--- src/rtl/core/i2a_pkg.sv ---
package i2a_pkg;

  localparam int VALUE_BITS = 32;
  // nibbles needed to hold the word in hex, and decimal digits of the largest magnitude
  localparam int HEX_DIGITS = (VALUE_BITS + 3) / 4;
  localparam int DEC_DIGITS = (VALUE_BITS * 30103 + 99999) / 100000;
  localparam int NDIG       = (DEC_DIGITS > HEX_DIGITS) ? DEC_DIGITS : HEX_DIGITS;
  localparam int BCD_W      = NDIG * 4;
  localparam int PAD_BITS   = HEX_DIGITS * 4;
  localparam int IDX_W      = $clog2(NDIG);
  localparam int STEP_W     = (HEX_DIGITS > 1) ? $clog2(HEX_DIGITS) : 1;
  localparam int CNT_W      = 4;
  localparam int CHAR_W     = 8;
  localparam int MODE_W     = 2;
  localparam int FIFO_DEPTH = 2;
  localparam int PTR_W      = $clog2(FIFO_DEPTH);
  localparam int FILL_W     = $clog2(FIFO_DEPTH + 1);

  localparam logic [CHAR_W-1:0] CHAR_MINUS = 8'h2D;
  localparam logic [127:0] LOWER_STR = "0123456789abcdef";
  localparam logic [127:0] UPPER_STR = "0123456789ABCDEF";

  typedef enum logic [MODE_W-1:0] {
    MODE_DEC    = 2'd0,
    MODE_HEX_LO = 2'd1,
    MODE_HEX_UP = 2'd2,
    MODE_NONE   = 2'd3
  } mode_e;

  typedef enum logic [1:0] {
    B_IDLE,
    B_CONV,
    B_LEAD,
    B_EMIT
  } back_state_e;

  typedef struct packed {
    logic                  neg;
    logic                  hex;
    logic                  upper;
    logic [VALUE_BITS-1:0] mag;
  } job_t;

  // string literals hold their first character in the top byte
  function automatic logic [CHAR_W-1:0] digit_char(logic [3:0] nib, logic upper);
    logic [127:0] s;
    s = upper ? UPPER_STR : LOWER_STR;
    return s[8 * (4'd15 - nib) +: 8];
  endfunction

endpackage

--- src/rtl/core/i2a_front.sv ---
module i2a_front (
  input  logic                          s_axis_tvalid_i,
  output logic                          s_axis_tready_o,
  input  logic [i2a_pkg::VALUE_BITS-1:0] s_axis_tdata_i,  // [31:0] value
  input  logic [i2a_pkg::MODE_W-1:0]     s_axis_tuser_i,  // [1:0] req_type
  input  logic                          full_i,
  output logic                          push_o,
  output i2a_pkg::job_t                 job_o
);
  import i2a_pkg::*;

  mode_e mode;

  assign mode            = mode_e'(s_axis_tuser_i);
  assign s_axis_tready_o = !full_i;
  // the unused selector code is taken and dropped
  assign push_o          = s_axis_tvalid_i && !full_i && (mode != MODE_NONE);

  always_comb begin
    job_o       = '0;
    job_o.hex   = (mode != MODE_DEC);
    job_o.upper = (mode == MODE_HEX_UP);
    job_o.neg   = (mode == MODE_DEC) && s_axis_tdata_i[VALUE_BITS-1];
    // unsigned negate gives the full magnitude of the most negative value too
    job_o.mag   = job_o.neg ? (~s_axis_tdata_i + 1'b1) : s_axis_tdata_i;
  end

endmodule

--- src/rtl/core/i2a_fifo.sv ---
module i2a_fifo (
  input  logic          clk_i,
  input  logic          rst_ni,
  input  logic          push_i,
  input  i2a_pkg::job_t wdata_i,
  output logic          full_o,
  input  logic          pop_i,
  output logic          valid_o,
  output i2a_pkg::job_t rdata_o
);
  import i2a_pkg::*;

  job_t              mem_q [FIFO_DEPTH];
  logic [PTR_W-1:0]  wr_ptr_q, wr_ptr_d;
  logic [PTR_W-1:0]  rd_ptr_q, rd_ptr_d;
  logic [FILL_W-1:0] fill_q, fill_d;

  assign full_o  = (fill_q == FILL_W'(FIFO_DEPTH));
  assign valid_o = (fill_q != '0);
  assign rdata_o = mem_q[rd_ptr_q];

  always_comb begin
    wr_ptr_d = push_i ? wr_ptr_q + 1'b1 : wr_ptr_q;
    rd_ptr_d = pop_i ? rd_ptr_q + 1'b1 : rd_ptr_q;
    fill_d   = fill_q + FILL_W'(push_i) - FILL_W'(pop_i);
  end

  always_ff @(posedge clk_i or negedge rst_ni) begin
    if (!rst_ni) begin
      wr_ptr_q <= '0;
      rd_ptr_q <= '0;
      fill_q   <= '0;
    end else begin
      wr_ptr_q <= wr_ptr_d;
      rd_ptr_q <= rd_ptr_d;
      fill_q   <= fill_d;
    end
  end

  always_ff @(posedge clk_i) begin
    if (push_i) begin
      mem_q[wr_ptr_q] <= wdata_i;
    end
  end

endmodule

--- src/rtl/core/i2a_back.sv ---
module i2a_back (
  input  logic                       clk_i,
  input  logic                       rst_ni,
  input  logic                       job_valid_i,
  input  i2a_pkg::job_t              job_i,
  output logic                       pop_o,
  output logic                       m_axis_tvalid_o,
  input  logic                       m_axis_tready_i,
  output logic [15:0]                m_axis_tdata_o,  // [7:0] char_code, [11:8] char_count
  output logic                       m_axis_tlast_o   // is_last
);
  import i2a_pkg::*;

  back_state_e            state_q, state_d;
  logic [PAD_BITS-1:0]    bin_q, bin_d;
  logic [BCD_W-1:0]       bcd_q, bcd_d;
  logic [STEP_W-1:0]      step_q, step_d;
  logic [IDX_W-1:0]       idx_q, idx_d;
  logic [CNT_W-1:0]       total_q, total_d;
  logic                   upper_q, upper_d;
  logic                   sign_pend_q, sign_pend_d;
  logic                   out_valid_q, out_valid_d;
  logic [CHAR_W-1:0]      out_char_q, out_char_d;
  logic                   out_last_q, out_last_d;
  logic [CNT_W-1:0]       out_count_q, out_count_d;

  logic [BCD_W-1:0]       dab_bcd;
  logic [PAD_BITS-1:0]    dab_bin;
  logic [IDX_W-1:0]       msd;
  logic                   slot_free;
  logic                   conv_done;

  assign slot_free = !out_valid_q || m_axis_tready_i;
  assign conv_done = (step_q == STEP_W'(HEX_DIGITS - 1));
  assign pop_o     = (state_q == B_IDLE) && job_valid_i;

  // four double-dabble steps per cycle
  always_comb begin
    dab_bcd = bcd_q;
    dab_bin = bin_q;
    for (int k = 0; k < 4; k++) begin
      for (int d = 0; d < NDIG; d++) begin
        if (dab_bcd[4*d +: 4] >= 4'd5) begin
          dab_bcd[4*d +: 4] = dab_bcd[4*d +: 4] + 4'd3;
        end
      end
      dab_bcd = {dab_bcd[BCD_W-2:0], dab_bin[PAD_BITS-1]};
      dab_bin = {dab_bin[PAD_BITS-2:0], 1'b0};
    end
  end

  // highest nonzero digit, 0 when the value is zero
  always_comb begin
    msd = '0;
    for (int d = 0; d < NDIG; d++) begin
      if (bcd_q[4*d +: 4] != 4'd0) begin
        msd = IDX_W'(d);
      end
    end
  end

  always_comb begin
    state_d = state_q;
    case (state_q)
      B_IDLE: begin
        if (job_valid_i) begin
          state_d = job_i.hex ? B_LEAD : B_CONV;
        end
      end
      B_CONV: begin
        if (conv_done) begin
          state_d = B_LEAD;
        end
      end
      B_LEAD: state_d = B_EMIT;
      B_EMIT: begin
        if (slot_free && !sign_pend_q && (idx_q == '0)) begin
          state_d = B_IDLE;
        end
      end
      default: state_d = B_IDLE;
    endcase
  end

  always_comb begin
    bin_d       = bin_q;
    bcd_d       = bcd_q;
    step_d      = step_q;
    idx_d       = idx_q;
    total_d     = total_q;
    upper_d     = upper_q;
    sign_pend_d = sign_pend_q;
    out_valid_d = out_valid_q && !m_axis_tready_i;
    out_char_d  = out_char_q;
    out_last_d  = out_last_q;
    out_count_d = out_count_q;
    case (state_q)
      B_IDLE: begin
        if (job_valid_i) begin
          upper_d     = job_i.upper;
          sign_pend_d = job_i.neg;
          step_d      = '0;
          bin_d       = PAD_BITS'(job_i.mag);
          bcd_d       = job_i.hex ? BCD_W'(job_i.mag) : '0;
        end
      end
      B_CONV: begin
        bcd_d  = dab_bcd;
        bin_d  = dab_bin;
        step_d = step_q + 1'b1;
      end
      B_LEAD: begin
        idx_d   = msd;
        total_d = CNT_W'(msd) + CNT_W'(1) + CNT_W'(sign_pend_q);
      end
      B_EMIT: begin
        if (slot_free) begin
          out_valid_d = 1'b1;
          if (sign_pend_q) begin
            out_char_d  = CHAR_MINUS;
            out_last_d  = 1'b0;
            out_count_d = '0;
            sign_pend_d = 1'b0;
          end else begin
            out_char_d  = digit_char(bcd_q[4*idx_q +: 4], upper_q);
            out_last_d  = (idx_q == '0);
            out_count_d = (idx_q == '0) ? total_q : '0;
            if (idx_q != '0) begin
              idx_d = idx_q - 1'b1;
            end
          end
        end
      end
      default: ;
    endcase
  end

  always_ff @(posedge clk_i or negedge rst_ni) begin
    if (!rst_ni) begin
      state_q     <= B_IDLE;
      sign_pend_q <= 1'b0;
      out_valid_q <= 1'b0;
      step_q      <= '0;
    end else begin
      state_q     <= state_d;
      sign_pend_q <= sign_pend_d;
      out_valid_q <= out_valid_d;
      step_q      <= step_d;
    end
  end

  always_ff @(posedge clk_i) begin
    bin_q       <= bin_d;
    bcd_q       <= bcd_d;
    idx_q       <= idx_d;
    total_q     <= total_d;
    upper_q     <= upper_d;
    out_char_q  <= out_char_d;
    out_last_q  <= out_last_d;
    out_count_q <= out_count_d;
  end

  assign m_axis_tvalid_o = out_valid_q;
  assign m_axis_tlast_o  = out_last_q;
  assign m_axis_tdata_o  = {4'b0, out_count_q, out_char_q};

  a_last_has_count: assert property (@(posedge clk_i) disable iff (!rst_ni)
    out_valid_q && out_last_q |-> out_count_q != '0)
    else $error("last character without count");

  a_mid_no_count: assert property (@(posedge clk_i) disable iff (!rst_ni)
    out_valid_q && !out_last_q |-> out_count_q == '0)
    else $error("count on non-last character");

  a_conv_ends: assert property (@(posedge clk_i) disable iff (!rst_ni)
    state_q == B_CONV && conv_done |=> state_q == B_LEAD)
    else $error("conversion did not finish");

  a_idle_clean: assert property (@(posedge clk_i) disable iff (!rst_ni)
    state_q == B_IDLE && !job_valid_i |=> !sign_pend_q)
    else $error("sign left pending in idle");

endmodule

--- src/rtl/core/integer_to_ascii_formatter_top.sv ---
// channel   dir  tdata                               tuser          tlast
// s_axis    in   [31:0] value                        [1:0] req_type -
// m_axis    out  [7:0] char_code, [11:8] char_count  -              is_last
//
// Decimal request: dequeue, double-dabble conversion (4 bits per cycle),
// a step to find the leading digit, then the characters one by one.
// Hex request: dequeue and the leading-digit step, then the characters.
// A 2-entry request queue lets input be taken while the converter works.
// Reset (rst_ni low) empties the queue and the output register.
// A stalled m_axis holds the converter; selector 3 is accepted and dropped.
module integer_to_ascii_formatter_top (
  input  logic        clk_i,
  input  logic        rst_ni,
  input  logic        s_axis_tvalid,
  output logic        s_axis_tready,
  input  logic [31:0] s_axis_tdata,   // [31:0] value
  input  logic [1:0]  s_axis_tuser,   // [1:0] req_type
  output logic        m_axis_tvalid,
  input  logic        m_axis_tready,
  output logic [15:0] m_axis_tdata,   // [7:0] char_code, [11:8] char_count
  output logic        m_axis_tlast    // is_last
);
  import i2a_pkg::*;

  logic push;
  logic full;
  logic pop;
  logic job_valid;
  job_t wr_job;
  job_t rd_job;

  i2a_front u_front (
    .s_axis_tvalid_i (s_axis_tvalid),
    .s_axis_tready_o (s_axis_tready),
    .s_axis_tdata_i  (s_axis_tdata),
    .s_axis_tuser_i  (s_axis_tuser),
    .full_i          (full),
    .push_o          (push),
    .job_o           (wr_job)
  );

  i2a_fifo u_fifo (
    .clk_i   (clk_i),
    .rst_ni  (rst_ni),
    .push_i  (push),
    .wdata_i (wr_job),
    .full_o  (full),
    .pop_i   (pop),
    .valid_o (job_valid),
    .rdata_o (rd_job)
  );

  i2a_back u_back (
    .clk_i           (clk_i),
    .rst_ni          (rst_ni),
    .job_valid_i     (job_valid),
    .job_i           (rd_job),
    .pop_o           (pop),
    .m_axis_tvalid_o (m_axis_tvalid),
    .m_axis_tready_i (m_axis_tready),
    .m_axis_tdata_o  (m_axis_tdata),
    .m_axis_tlast_o  (m_axis_tlast)
  );

endmodule
--- config.mk ---
export PLATFORM = sky130hd
export DESIGN_NAME = integer_to_ascii_formatter_top
export DESIGN_NICKNAME = d
export VERILOG_FILES = /design/src/rtl/core/i2a_pkg.sv /design/src/rtl/core/i2a_front.sv /design/src/rtl/core/i2a_fifo.sv /design/src/rtl/core/i2a_back.sv /design/src/rtl/core/integer_to_ascii_formatter_top.sv
export SDC_FILE = /design/constraint.sdc
export NUM_CORES = 1
export LEC_CHECK = 0
export BUFFER_PORTS_ARGS = -buffer_cell sky130_fd_sc_hd__buf_2
export CAP_MARGIN = 20
export CORE_ASPECT_RATIO = 0.8
export CORE_MARGIN = 3
export CORE_UTILIZATION = 35
export DETAILED_ROUTE_END_ITERATION = 12
export GPL_TIMING_DRIVEN = 1
export PLACE_DENSITY_LB_ADDON = 0.12
export SYNTH_ARGS = -nofsm -noshare
export SYNTH_HDL_FRONTEND = slang
export SYNTH_HIERARCHICAL = 1
export SYNTH_SLANG_ARGS = --single-unit
--- constraint.sdc ---
create_clock -name clk_i -period 6.3 [get_ports clk_i]
set_input_delay 1.89 -clock clk_i [delete_from_list [all_inputs] [get_ports clk_i]]
set_output_delay 1.89 -clock clk_i [all_outputs]
set_load 0.02 [all_outputs]
== After elaboration in Yosys (flattened, before gate mapping) ==
Memories as Yosys holds them, arrays and structs flattened.
Index checks and enable logic that the tools add are counted.

* Muxes and demuxes: 74
* Shifts and indexed selects: 2
* Magnitude comparators: 40
* Add/sub/neg operators: 50
* Eq/ne operators: 13
* Bitwise logic cells: 2
* Reductions and logical operators: 37

{| class="wikitable"
|+ Operators by type and width
! cell !! number
|-
| 2-to-1 mux 4 bit || 41
|-
| >= comparator 4 x 3 -> 1 bit, second input constant || 40
|-
| adder 4 x 2 -> 4 bit, second input constant || 36
|-
| variable part select 128 x 33 -> 8 bit || 1
|-
| 2-to-1 mux 32 bit || 3
|-
| case mux 40 bit (2 select lines) || 1
|-
| case mux 32 bit (2 select lines) || 1
|-
| 2-to-1 mux 46 bit || 1
|-
| 2-to-1 mux 40 bit || 1
|-
| nonzero test 4 bit || 10
|-
| variable part select 40 x 7 -> 4 bit || 1
|-
| adder 32 x 1 -> 32 bit, second input constant || 1
|-
| NOT 32 bit || 1
|-
| 2-to-1 mux 3 bit || 9
|-
| adder 3 x 2 -> 3 bit, second input constant || 4
|-
| 2-to-1 mux 2 bit || 6
|-
| inequality test 2 x 1 -> 1 bit, second input constant || 5
|-
| nonzero test 2 bit || 5
|-
| equality test 2 bit, second input constant || 4
|-
| case mux 2 bit (4 select lines) || 1
|-
| case mux 4 bit (2 select lines) || 1
|-
| logical AND 1 bit || 7
|-
| 2-to-1 mux 1 bit || 7
|-
| case mux 3 bit (2 select lines) || 1
|-
| 21 further kinds || 30
|}

* Output and inout bits: 19
* Memory bits (writable): 70
* Memories kept: 1
* Logic and storage cells: 234
* Bits of input ports: 38
* Flip-flop bits (word level): 105

{| class="wikitable"
|+ Memory list
! memory !! words !! bits a word !! read ports !! clocked after memory_dff !! write ports !! line !! RTL
|-
| u_fifo.mem_q || 2 || 35 || 1 || 0 || 1 || i2a_fifo.sv:13 || <nowiki>job_t mem_q [FIFO_DEPTH];</nowiki>
|}

== Longest topological paths before layout ==
Gate-level depths: netlist of run 1.

* Word-level depth: 12
* Gate-level depth with buffers: 22
* Mapped depth without buffers: 22

== Hierarchy ==
The synthesis of run 1 kept the hierarchy.

{| class="wikitable"
|+ Modules (own cells, without submodules)
! module !! area an instance (sq um) !! instances !! cells an instance !! seq. area each (sq um)
|-
| i2a_back || 9613.0 || 1 || 1099 || 2967.8
|-
| i2a_fifo || 2875.3 || 1 || 124 || 2202.1
|-
| i2a_front || 775.7 || 1 || 103 || 0.0
|}

== Least setup slack after synthesis of run 1 ==
Ideal clock, no wire load.

* Kind: register to register
* From: register u_back.state_q[0]
* To: register u_back.bcd_q[0], enable pin
* Arrival: 3.996 ns
* Cell stages (with the launch flop): 6
* Path buffers: 1
* Library setup time: 0.503 ns
* Required time: 5.797 ns
* Setup slack: 1.801 ns
* Period minus slack after synthesis: 4.499 ns
* Cell sequence: dfrtp_1 inv_1 ha_1 clkbuf_1 nor2_1 nor2_1

* Word-level cells in the longest chain between the ends: 3
* Elaborated cells on any way between the ends: 5
* Classes of those cells: eq/ne (2); reduce/logical (3)

{| class="wikitable"
|+ Ends and longest elaborated chain
! element !! line !! RTL
|-
| from (decl) || i2a_back.sv:14 || <nowiki>back_state_e state_q, state_d;</nowiki>
|-
| from (signal assigned) || i2a_back.sv:145 || <nowiki>state_q <= state_d;</nowiki>
|-
| zero test 2 bit or equality test 2 x 1 -> 1 bit (tied branches) || i2a_back.sv:97 || <nowiki>case (state_q)</nowiki>
|-
| inequality test 2 x 1 -> 1 bit (no source line) or nonzero test 2 bit (tied branches) || -- ||
|-
| AND reduction 2 bit (no source line) (*) || -- ||
|-
| to (signal assigned) || i2a_back.sv:154 || <nowiki>bcd_q <= bcd_d;</nowiki>
|-
| to (decl) || i2a_back.sv:16 || <nowiki>logic [BCD_W-1:0] bcd_q, bcd_d;</nowiki>
|}

Every way passes the cells marked *; elsewhere a longest branch is shown, timed or not.
A chain may end at the register's enable or synchronous reset.

== Worst setup path in the final report of run 1 ==
* From: register u_back.bcd_q[28]
* To: register u_back.bcd_q[38], data pin

* Word-level cells in the longest chain between the ends: 9
* Elaborated cells on any way between the ends: 19
* Classes of those cells: add/sub (6); order compare (6); mux (7)

{| class="wikitable"
|+ Ends and longest elaborated chain
! element !! line !! RTL
|-
| adder 4 x 2 -> 4 bit or >= comparator 4 x 3 -> 1 bit (tied branches) || i2a_back.sv:44, i2a_back.sv:43 ||
|-
| 2-to-1 mux 4 bit (*) || i2a_back.sv:43 || <nowiki>if (dab_bcd[4*d +: 4] >= 4'd5) begin</nowiki>
|-
| adder 4 x 2 -> 4 bit or >= comparator 4 x 3 -> 1 bit (tied branches) || i2a_back.sv:44, i2a_back.sv:43 ||
|-
| 2-to-1 mux 4 bit || i2a_back.sv:43 ||
|-
| adder 4 x 2 -> 4 bit, or another cell as far along || i2a_back.sv:44 || <nowiki>dab_bcd[4*d +: 4] = dab_bcd[4*d +: 4] + 4'd3;</nowiki>
|-
| 2-to-1 mux 4 bit or 2-to-1 mux 3 bit (tied branches) || i2a_back.sv:43 ||
|-
| >= comparator 4 x 3 -> 1 bit or adder 3 x 2 -> 3 bit (tied branches) || i2a_back.sv:43, i2a_back.sv:44 ||
|-
| 2-to-1 mux 3 bit (*) || i2a_back.sv:43 ||
|-
| case mux 40 bit (2 select lines) (*) || i2a_back.sv:97 ||
|}

Marked as above.

==> results of run 1 <==
[sequential cells by signal, indices dropped and copies added (netlist names)]
signal	cells
u_back/sign_pend_q	1
u_back/step_q	3
u_fifo/rd_ptr_q	1
u_back/out_char_q	7
u_back/bcd_q	40
u_back/m_axis_tlast_o	1
u_back/idx_q	4
u_back/m_axis_tvalid_o	1
u_back/out_count_q	4
u_fifo/mem_q	70
u_fifo/fill_q	2
u_back/total_q	4
u_back/state_q	2
u_fifo/wr_ptr_q	1
u_back/bin_q	32
u_back/upper_q	1
[cells in the mapped netlist (5+ instances only)]
cell type / n / area [um2]
edfxtp_1: 163 / 4890
nand2_1: 111 / 417
inv_1: 85 / 319
o21ai_0: 85 / 425
nor2_1: 76 / 285
a21oi_1: 66 / 330
ha_1: 59 / 738
mux2_2: 49 / 552
xnor2_1: 39 / 342
mux2i_1: 38 / 380
a211oi_1: 31 / 233
mux2_4: 29 / 435
clkbuf_1: 28 / 105
nand3_1: 27 / 135
nor3_1: 27 / 135
nand2b_1: 26 / 163
nor2b_1: 23 / 144
or2_2: 22 / 138
and2_1: 18 / 113
o21ai_1: 18 / 90.1
o21a_1: 16 / 120
o31ai_1: 15 / 113
o211ai_1: 14 / 105
or3_1: 14 / 87.6
a21o_1: 13 / 97.6
buf_2: 12 / 60.1
a211o_1: 11 / 96.3
dfrtp_1: 11 / 275
and3_1: 10 / 62.6
xor2_1: 10 / 87.6
a32o_1: 9 / 90.1
buf_4: 9 / 67.6
a22o_1: 8 / 70.1
mux4_2: 8 / 180
a21boi_0: 7 / 52.6
o21bai_1: 7 / 52.6
o22ai_1: 7 / 43.8
a221oi_1: 6 / 52.6
a2bb2oi_1: 6 / 52.6
a31oi_1: 6 / 37.5
a32oi_1: 6 / 52.6
nor3b_1: 6 / 45.0
o211a_1: 5 / 50.1
o221ai_1: 5 / 43.8
[through the flow]
stage | util | instances | setup slack, ns
global route | 0.390 | 1853 | 1.59
CTS | 0.389 | 1851 | 2.03
floorplan | - | 1330 | 1.80
finish | 0.390 | 1853 | 2.02
global placement | 0.374 | 1819 | 2.16
detailed placement | 0.374 | 1819 | 2.05
[routing by layer]
layer,vias to the layer above,global-route usage,share of wire
met1,4707,0.254,0.54
met4,0,0.0286,0.0075
met3,17,0.0225,0.037
met2,193,0.229,0.41
li1,5019,-,-
met5,-,0,0
[kinds of logic after synthesis]
kind of cell / Yosys count
AND/OR/NAND/NOR: 389
AO/OA/AOI/OAI: 384
flip-flops: 174
buffers and inverters: 143
multiplexers: 126
adder cells (fa/ha/maj): 59
XOR/XNOR: 50
other: 1
[path summary, 6_finish.rpt]
kind                              startpoint               endpoint  slack (ns)  cells past startpoint
max                         u_back/bcd_q[28]       u_back/bcd_q[38]        2.02                     22
min                        u_back/total_q[3]  u_back/out_count_q[3]        0.54                      1
max reg2reg                 u_back/bcd_q[28]       u_back/bcd_q[38]        2.02                     22
min reg2reg                u_back/total_q[3]  u_back/out_count_q[3]        0.54                      1
max in group asynchronous             rst_ni        u_fifo/rd_ptr_q        4.73                      1
min in group asynchronous             rst_ni     u_back/sign_pend_q        1.32                      1
[area by class of cell]
class / instances / area, um2
clock buffer: 19 / 453
clock inverter: 13 / 124
fill: 3616 / 22700
inverter: 88 / 330
multi-input combinational: 1013 / 7490
sequential: 174 / 5170
tap: 487 / 609
timing repair buffer: 59 / 328
[critical path, stage by stage, from the launching register on]
cell and delay (ns):
edfxtp_1 0.44, inv_1 0.09, ha_1 0.26, and2b_1 0.21, nor3_1 0.14, a21o_1 0.20, inv_1 0.07, ha_1 0.22
nor2b_1 0.15, nand2b_1 0.13, mux2i_1 0.30, inv_1 0.08, ha_1 0.23, nand2b_1 0.10, a211oi_1 0.07, o21ai_0 0.33
xnor2_1 0.23, ha_1 0.22, inv_1 0.05, nor2_1 0.08, o21bai_1 0.10, and2_1 0.17, o21a_1 0.15
==> run metrics, run 1 <==
post_cts resized 0; Final Hold Viols 0; XOR/XNOR share of the synthesized area 0.0341; die outline width 224 um; Final period util 0.679; number of flops mapped to enable cells by yosys 163; largest net degree at the start of global routing 52; CTS tree built; Slew @ Worst Pin 0.921 ns; DIE HEIGHT 180 um; critical path type flop to flop; crit path DAT 4.48 ns; clock root buffer clkbuf_16; setup violators final 0; Final ANT Viol Nets 0; Post-CTS Hold Buffers 0; Peak Freq 234 MHz; Synth Area in Simple Gates 0.150; RSZ-0062 raised after global routing false; placed cell areas 13900 um2; vias per cell 5.36; post-synthesis compound-gate area fraction 0.202; Avg Cell Area, Syn 10.0 um2; first-pass GRT wire length 51800 um; Worst setup EP type flop; Sink Count 174; startpoint types flop; final hold slack 0.539 ns; starting density of the core 0.357; Port Buffers 51; H-Tree Depth 4; Area Growth Syn to Fin 9.34%; worst hold path class flop to flop; skew final 0.0193 ns; Synth Register Bits 174; initial antenna violation count 0; GR Util All Layers 0.159; most common cell after layout, fill and taps aside edfxtp_1; slew margin rel. 0.386; dpl hpwl 24300 um; Final TNS setup 0 ns; Placer Congestion 0.810; fin crit period 4.28 ns; commonest non-fill, non-tap cells in the layout edfxtp_1 (163), nand2_1 (111), o21ai_0 (85), inv_1 (85), nor2_1 (75); First DRT Iteration DRCs 683; number of max-cap violations 0; worst-path maximum fanout 6; CP required 6.50 ns; number of buffers created by CTS 17; Synth Area in Adders 0.0557; post-route cell area 14500 um2; share of cells above drive strength 1 0.177; Layout Nets 1450; clk slew on worst S/H paths 0.08 ns; Yosys warning count 6; postcts setup bufs 0; drt total wl 32200 um; top_reg_cell synth edfxtp_1; DRC viols 0; fraction of synthesized area in multiplexers 0.119; status complete, no violations; clk_lat worst skew 0.44 ns; clock tree buffer depth 2; wire per inst 17.4 um; Vias 9936; largest family of logic cells by synthesized area compound AO/OA/AOI/OAI gates; CORE AREA 37200 um2; Post-Syn Area 13300 um2; ys async rst share 0.0632; vias in the first global route 9285; total gr overflow 0; Slew Viols, Final 0; die area 40300 um2; Top-Level Pins 57; ANT cells 0; iteration count of the initial detailed-routing pass 5; post-synthesis cell count 1326; Seq/Total Area, Yosys 0.390; post-synthesis cell type count 95; # rows 63
Power of run 1 is not shown: default switching activity piles up to over one toggle a cycle in this logic, so the estimate is an artifact.
==> run 2: changes to the inputs <==
- ABC_AREA: unset -> 1
- clock period: 6.3 -> 4.2 ns (I/O delays scaled with it)
==> run 2 against run 1 <==
  * Via count up 5.4%
  * Utilization up 0.39 points
  * Non-clock buffer count up 2
  * Worst hold slack worse by 0.056 ns
  * Die area down 2.2%
==> run metrics, run 2 <==
post_cts resized 0; Yosys warning count 6; Layout Nets 1842; iteration count of the initial detailed-routing pass 5; slew margin rel. 0.427; CTS tree built; Final Hold Viols 0; register area 5170 um2; ANT cells 0; ys async rst share 0.0632; post-synthesis cell type count 50; Slew @ Worst Pin 0.859 ns; CP endpoint u_back/bcd_q[38]; Top reg by flops u_fifo/mem_q; Fillers 3745; skew final 0.0111 ns; Post-Syn Area 13000 um2; Area Growth Syn to Fin 10.1%; commonest non-fill, non-tap cells in the layout nand2_1 (537), inv_1 (246), edfxtp_1 (163); DIE HEIGHT 178 um; Avg Cell Area, Syn 7.63 um2; GR Util All Layers 0.159; clk_lat worst skew 0.44 ns; Vias 10.5k; Final ANT Viol Nets 0; # rows 62; Worst path depth 21; setup violators final 0; final hold slack 0.483 ns; status complete, no violations; CP required 4.39 ns; Worst setup EP type flop; top cells by area, synth edfxtp_1 (38%), nand2_1 (16%), inv_1 (7.1%); max reg flops 70; largest net degree at the start of global routing 76; clock root buffer clkbuf_16; drt total wl 30600 um; most common cell after layout, fill and taps aside nand2_1; number of max-cap violations 0; total gr overflow 0; worst-path maximum fanout 4; die area 39400 um2; most frequent cell after synthesis nand2_1; DRC viols 0; RSZ-0062 raised after global routing false; Synth Register Bits 174; area of the multi-input gates 6570 um2; post-synth top area cell edfxtp_1; First DRT Iteration DRCs 709; top-area cell type share of the netlist area 0.378; Slew Viols, Final 0; worst hold path class flop to flop; share of cells above drive strength 1 0.156; vias per cell 4.68; R2R setup slack 0.43 ns; Worst Path Buf+Inv 4; biggest regs u_fifo/mem_q: 70 flops, u_back/bcd_q: 40 flops, u_back/bin_q: 32 flops; Sink Count 174; number of buffers created by CTS 17; crit-path leading delay family adder cells; pre-CTS setup slack 0.431 ns; Peak Freq 265 MHz; top_reg_cell synth edfxtp_1; fin crit period 3.77 ns; Reg2Reg Depth 21; wire per inst 13.7 um; critical path type flop to flop; vias in the first global route 9604; CORE AREA 36200 um2; Post-CTS Hold Buffers 0; Worst Setup SP u_back/bcd_q[36]; capturing point of the worst reg2reg path u_back/bcd_q[38]; FF-to-FF Start u_back/bcd_q[36]; Placer Congestion 0.813; CP max stage cell edfxtp_1; Final TNS setup 0 ns; clock tree buffer depth 2; Seq/Total Area, Yosys 0.399; initial antenna violation count 0; die outline width 221 um; startpoint types flop; dpl hpwl 23800 um; starting density of the core 0.358; Final WS setup 0.431 ns; number of flops mapped to enable cells by yosys 163; post-synthesis cell count 1699; Final period util 0.897; H-Tree Depth 4; crit path DAT 3.96 ns; first-pass GRT wire length 50200 um; list of most frequent post-synthesis cells nand2_1 (537), inv_1 (246), edfxtp_1 (163); crit-path cells inv_1 -> ha_1 -> nor2_1 -> nor2_2 -> xor2_1 -> ha_1 -> inv_1 -> o21ai_1 -> nand2_2 -> xor2_1 -> ha_1 -> inv_1 -> o21ai_1 -> nand2_1 -> xor2_1 -> inv_1 -> ha_1 -> o21ai_1 -> nand2_1 -> nand2_1 -> a21oi_1; postcts setup bufs 0; Port Buffers 51; clk slew on worst S/H paths 0.07 ns; slowest stage delay, CP 0.45 ns; Top-Level Pins 57
[run 2: changes by cell type in the layout (fill, tap and decap cells not counted), sizes merged, moves of 40 or more]
cell   delta
inv     +171
nor2     +45
nand2   +492
mux2     -78
mux2i    -40
nand3   +132
[run 2: cell families (layout without fill, tap and decap cells)]
group                    after synthesis  count (layout)  share of synthesized area
AO/OA/AOI/OAI                        199             199                     0.0969
XOR/XNOR                              26              26                     0.0182
adder cells (fa/ha/maj)               59              59                     0.0570
buffers and inverters                302             356                     0.0968
flip-flops                           174             174                      0.399
other                                  1               5                   0.000289
AND/OR/NAND/NOR                      938             938                      0.332
[run 2: metal layers]
metal | vias up | track usage | routed length (um)
met4 | 0 | 0.0367 | 292
met5 | - | 0 | 0
met2 | 142 | 0.249 | 13200
met1 | 4710 | 0.234 | 16000
li1 | 5600 | - | -
met3 | 24 | 0.0222 | 1150
[run 2: final cells by class]
| class | count | area share |
|---|---|---|
| Clock inverter | 14 | 0.0111 |
| Tap cell | 480 | 0.0421 |
| Sequential cell | 174 | 0.363 |
| Inverter | 264 | 0.0697 |
| Multi-Input combinational cell | 1227 | 0.461 |
| Timing Repair Buffer | 61 | 0.0240 |
| Clock buffer | 17 | 0.0298 |
[run 2: through the flow]
step | instances | utilization | cell area (um2)
global placement | 2206 | 0.378 | 13700
floorplan | 1703 | - | 13000
global route | 2237 | 0.394 | 14300
detailed placement | 2206 | 0.378 | 13700
CTS | 2237 | 0.394 | 14300
finish | 2237 | 0.394 | 14300
[run 2: how the worst min path moves through the flow]
stage               cells past startpoint              from  slack [ns]               end
finish                                  1  u_back/step_q[0]        0.48  u_back/step_q[0]
CTS                                     1  u_back/step_q[0]        0.49  u_back/step_q[0]
global placement                        1  u_back/step_q[0]        0.47  u_back/step_q[0]
floorplan                               1  u_back/step_q[0]        0.45  u_back/step_q[0]
detailed placement                      1  u_back/step_q[0]        0.48  u_back/step_q[0]
global route                            1  u_back/step_q[0]        0.52  u_back/step_q[0]
Power of run 2 is left out for the same reason.
